## src/design/nnnh_pkg.sv

```systemverilog
// Shared types and constants for the nearest-neighbor next-hop block.
// No dependencies; every other design file imports this package.
`timescale 1ns / 1ps

package nnnh_pkg;

   localparam int POS_W  = 20;
   localparam int ADDR_W = 8;
   localparam int DIST_W = 42;   // sum of three squares of 21-bit magnitudes
   localparam int RSQ_W  = 40;   // square of the 20-bit range

   localparam logic ACT_ADD   = 1'b0;
   localparam logic ACT_ROUTE = 1'b1;

   localparam logic [2:0] STAT_ADDED    = 3'd0;
   localparam logic [2:0] STAT_REJECTED = 3'd1;
   localparam logic [2:0] STAT_UP       = 3'd2;
   localparam logic [2:0] STAT_FORWARD  = 3'd3;
   localparam logic [2:0] STAT_NO_HOP   = 3'd4;
   localparam logic [2:0] STAT_UNSET    = 3'd5;

   localparam logic CSR_OWN_ADDRESS = 1'b0;
   localparam logic CSR_MAX_RANGE   = 1'b1;

   localparam logic [ADDR_W-1:0] OWN_ADDRESS_RESET = 8'd0;
   localparam logic [POS_W-1:0]  MAX_RANGE_RESET   = 20'd3000;
   localparam logic [RSQ_W-1:0]  RANGE_SQ_RESET    = 40'd9000000;

   typedef struct packed {
      logic                     action;
      logic signed [POS_W-1:0]  pos_x;
      logic signed [POS_W-1:0]  pos_y;
      logic signed [POS_W-1:0]  pos_z;
      logic [ADDR_W-1:0]        neighbor_addr;
      logic [ADDR_W-1:0]        dest_addr;
      logic                     going_up;
   } req_word_type;

   typedef struct packed {
      logic [2:0]        status;
      logic [ADDR_W-1:0] hop_addr;
   } rsp_word_type;

   typedef struct packed {
      logic signed [POS_W-1:0] x;
      logic signed [POS_W-1:0] y;
      logic signed [POS_W-1:0] z;
      logic [ADDR_W-1:0]       addr;
   } entry_type;

   typedef struct packed {
      logic              found;
      logic [DIST_W-1:0] dist_sq;
      logic [ADDR_W-1:0] addr;
   } best_type;

   // Token handed from cell to cell: the previous cell's candidate is folded
   // into the running best by the next cell, one register later.
   typedef struct packed {
      logic              valid;
      logic              cand_live;
      logic [DIST_W-1:0] cand_dist;
      logic [ADDR_W-1:0] cand_addr;
      best_type          best;
   } token_type;

   typedef enum logic [1:0] {
      ST_IDLE,
      ST_WALK,
      ST_JUDGE,
      ST_DONE
   } state_type;

   // Strict less-than keeps the earlier entry on a tie.
   function automatic best_type fold_best(token_type t);
      best_type b;
      b = t.best;
      if (t.cand_live && (!t.best.found || (t.cand_dist < t.best.dist_sq))) begin
         b.found   = 1'b1;
         b.dist_sq = t.cand_dist;
         b.addr    = t.cand_addr;
      end
      return b;
   endfunction

endpackage

```

## src/design/nnnh_cell.sv

```systemverilog
// One neighbor cell of the chain: holds one table entry and folds the
// token passing through it. Depends on nnnh_pkg.
`timescale 1ns / 1ps

module nnnh_cell
   import nnnh_pkg::*;
(
   input  logic                    clock,
   input  logic                    reset,
   input  logic                    wr_en,
   input  entry_type               wr_entry,
   input  logic                    live,
   input  logic signed [POS_W-1:0] q_x,
   input  logic signed [POS_W-1:0] q_y,
   input  logic signed [POS_W-1:0] q_z,
   input  token_type               tok_in,
   output token_type               tok_out
);

   entry_type entry_ff;
   token_type tok_ff;
   token_type tok_in_next;

   logic signed [POS_W:0] dx, dy, dz;
   logic [POS_W:0]        mx, my, mz;
   logic [DIST_W-1:0]     sx, sy, sz;

   always_comb begin
      dx = {entry_ff.x[POS_W-1], entry_ff.x} - {q_x[POS_W-1], q_x};
      dy = {entry_ff.y[POS_W-1], entry_ff.y} - {q_y[POS_W-1], q_y};
      dz = {entry_ff.z[POS_W-1], entry_ff.z} - {q_z[POS_W-1], q_z};
      mx = dx[POS_W] ? (POS_W+1)'(0) - dx : dx;
      my = dy[POS_W] ? (POS_W+1)'(0) - dy : dy;
      mz = dz[POS_W] ? (POS_W+1)'(0) - dz : dz;
      sx = DIST_W'(mx) * DIST_W'(mx);
      sy = DIST_W'(my) * DIST_W'(my);
      sz = DIST_W'(mz) * DIST_W'(mz);

      tok_in_next.valid     = tok_in.valid;
      tok_in_next.best      = fold_best(tok_in);
      tok_in_next.cand_live = live;
      tok_in_next.cand_dist = sx + sy + sz;
      tok_in_next.cand_addr = entry_ff.addr;
   end

   always_ff @(posedge clock) begin
      if (wr_en) begin
         entry_ff <= wr_entry;
      end
   end

   always_ff @(posedge clock) begin
      if (reset) begin
         tok_ff.valid <= 1'b0;
      end else begin
         tok_ff.valid <= tok_in_next.valid;
      end
      tok_ff.cand_live <= tok_in_next.cand_live;
      tok_ff.cand_dist <= tok_in_next.cand_dist;
      tok_ff.cand_addr <= tok_in_next.cand_addr;
      tok_ff.best      <= tok_in_next.best;
   end

   assign tok_out = tok_ff;

endmodule

```

## config.mk

```make
export PLATFORM = sky130hd
export DESIGN_NAME = nnnh_cell
export DESIGN_NICKNAME = d
export VERILOG_FILES = /design/src/design/nnnh_pkg.sv /design/src/design/nnnh_cell.sv
export SDC_FILE = /design/constraint.sdc
export NUM_CORES = 2
export LEC_CHECK = 0
export ABC_AREA = 1
export ABC_CLOCK_PERIOD_IN_PS = 30100
export BUFFER_PORTS_ARGS = -buffer_cell sky130_fd_sc_hd__clkbuf_2
export CAP_MARGIN = 20
export CORE_UTILIZATION = 69
export DETAILED_ROUTE_END_ITERATION = 16
export GPL_ROUTABILITY_DRIVEN = 0
export PLACE_DENSITY = 0.92
export SKIP_LAST_GASP = 1
export SLEW_MARGIN = 0
export SYNTH_ARGS = -nofsm -noshare
export SYNTH_HDL_FRONTEND = slang
export SYNTH_SLANG_ARGS = --single-unit
```

## constraint.sdc

```tcl
create_clock -name clock -period 30.1 [get_ports clock]
set_input_delay 1.505 -clock clock [delete_from_list [all_inputs] [get_ports clock]]
set_output_delay 1.505 -clock clock [all_outputs]
set_load 0.02 [all_outputs]
```

==> impl_metrics.tcl <==
set metrics [dict create \
    clkTransAtPathRegs_ns 0.10 \
    crit_fanout 19 \
    grt_pass1_vias 44510 \
    die_area_um2 71450 \
    final_max_slew_viol_count 0 \
    setup_slack_ns 17.56 \
    avgRoutedWirePerCell_um 20.98 \
    htree_levels 4 \
    max_freq_mhz 79.72 \
    cpPeakStageDelay_ns 0.98 \
    hpwl_um 121900 \
    hold_class "reg2reg" \
    clockRootBuffer "clkbuf_16" \
    postRouteAntennaNets 0 \
    final_cell_mix "1672 x inv_1, 1105 x fa_1, 677 x nand2_1" \
    synth_cell_types 65 \
    cts_tree "built" \
    crit_path_start_kind "input pin" \
    final_util_pct 75.07 \
    worst-setup-path-type "in2reg" \
    min_period_over_period_pct 41.68 \
    holdBufCountCts 0 \
    worstMarginPinSlew_ns 1.076 \
    antenna_found_initial 7 \
    yosys_warnings 0 \
    initialDrtViolationCount 4162 \
    critPathRequiredTime_ns 30.51 \
    synth_area_per_cell_um2 8.758 \
    viasPerCell 5.803 \
    start_util_pct 70.31 \
    post_cts_resize_count 0 \
    synth_edf_count 68 \
    grt_overflow_total 0 \
    synth-seq-cells 171 \
    cap_violations 0 \
    firstDrtPassIters 13 \
    pin_count 338 \
    period_minus_slack_ns 12.54 \
    pre_cts_slack_ns 17.64 \
    cts_buffers 17 \
    grt_max_degree 94 \
    vias 39550 \
    synthFlopType "dfxtp_1" \
    rows 96 \
    clockBufferDepth 2 \
    rsz0062_at_grt "false" \
    final_common_cell "inv_1" \
    synthCells 5545 \
    async_flop_share_pct 0 \
    end_kind "flip-flop" \
    tns_ns 0 \
    synth_area_um2 48560 \
    slew_headroom_pct 28.27 \
    track_usage_pct 42.66 \
    wl_um 143000 \
    drive_above_1_share_pct 9.742 \
    postCtsSetupRepairBufs 0 \
    status "complete, no violations" \
    arrival_ns 12.95 \
    fin_nets 7680 \
    drcViolationCount 0 \
    slowest_stage "ha_1" \
    area_growth_pct 6.771 \
    core_area_um2 69070 \
    grt_pass1_wl_um 228700 \
    insertion_delay_ns 0.53 \
    hold_violations 0 \
    yosysSeqAreaShare_pct 8.451 \
    die_x_um 267.3 \
    fp.dieH_um 267.3 \
    fin_skew_ns 0.03779 \
    setup_viol 0 \
    clock-sinks 171 \
    io_buffers 337 \
]
## synth_stat cells (52+ instances only)
master	n	area [um^2]
o21ai_0	62	310.3
dfxtp_1	103	2062
xor2_1	69	604.3
a21oi_1	170	850.8
nand3_1	122	610.6
nor2_1	546	2049
ha_1	471	5893
fa_1	1105	22120
inv_1	1672	6276
buf_2	52	260.3
edfxtp_1	68	2042
nand2_1	678	2545
## path summary, 6_finish.rpt
path | start | to | slack (ns) | cells past startpoint
worst max-delay path | q_z[0] | tok_out[99]$_DFF_P_ | 17.56 | 38
worst min-delay path | entry_ff[4]$_DFFE_PP_ | tok_out[55]$_DFF_P_ | 0.33 | 0
worst max register to register | entry_ff[8]$_DFFE_PP_ | tok_out[99]$_DFF_P_ | 18.29 | 38
worst min register to register | entry_ff[4]$_DFFE_PP_ | tok_out[55]$_DFF_P_ | 0.33 | 0
## cells by family (layout without fill, tap and decap cells)
group           after synthesis  in the layout  share of synthesized area, %
compound gates              322            322                         3.780
fa+ha+maj                  1576           1576                         57.69
buf+inv                    1835           2125                         14.54
other cells                   2             51                       0.01546
flops                       171            171                         8.451
simple gates               1530           1530                         13.38
xor+xnor                    109            109                         2.151
## per-layer routing
layer  GRT usage [%]  vias to the layer above  wire length (um)
met5          0.2772                        -                61
met4           34.44                        8             14260
met3           16.04                     1136             18820
li1                -                    16640                 -
met2           68.04                     3084             65080
met1           45.35                    18670             44790
## registers in the layout, indices dropped and copies added, names as in the netlist
name,cells
tok_out,103
entry_ff,68
## through the flow
| stage | std cells | area [um^2] | hold WS [ns] |
|---|---|---|---|
| after floorplan | 5592 | 48740 | 0.3233 |
| after global placement | 6781 | 51230 | 0.3253 |
| after detailed placement | 6781 | 51230 | 0.3269 |
| after CTS | 6813 | 51850 | 0.3240 |
| after global routing | 6815 | 51850 | 0.3500 |
| final | 6815 | 51850 | 0.3282 |
## layout make-up
type                    instances  area [um^2]
inverters                    1731         6500
diodes                          2        5.005
multi-input cells            3586        37580
fillers                      4255        17220
clock buffers                  17        425.4
flip-flops and latches        171         4104
repair buffers                362         1877
clock inverters                15        190.2
well taps                     931         1165
## worst max-delay path: cells and delay by family
kind / cells / cell delay [ns]
xor gates and xnor gates: 1 / 0.13
AOI/OAI and AO/OA: 3 / 0.94
buffers and inverters: 11 / 1.70
adders and majority gates: 11 / 6.04
and+or+nand+nor: 12 / 2.61
Power is left out: the tool's default activity adds up to more than one toggle a clock period on the data nets, which glitch-free logic cannot reach.
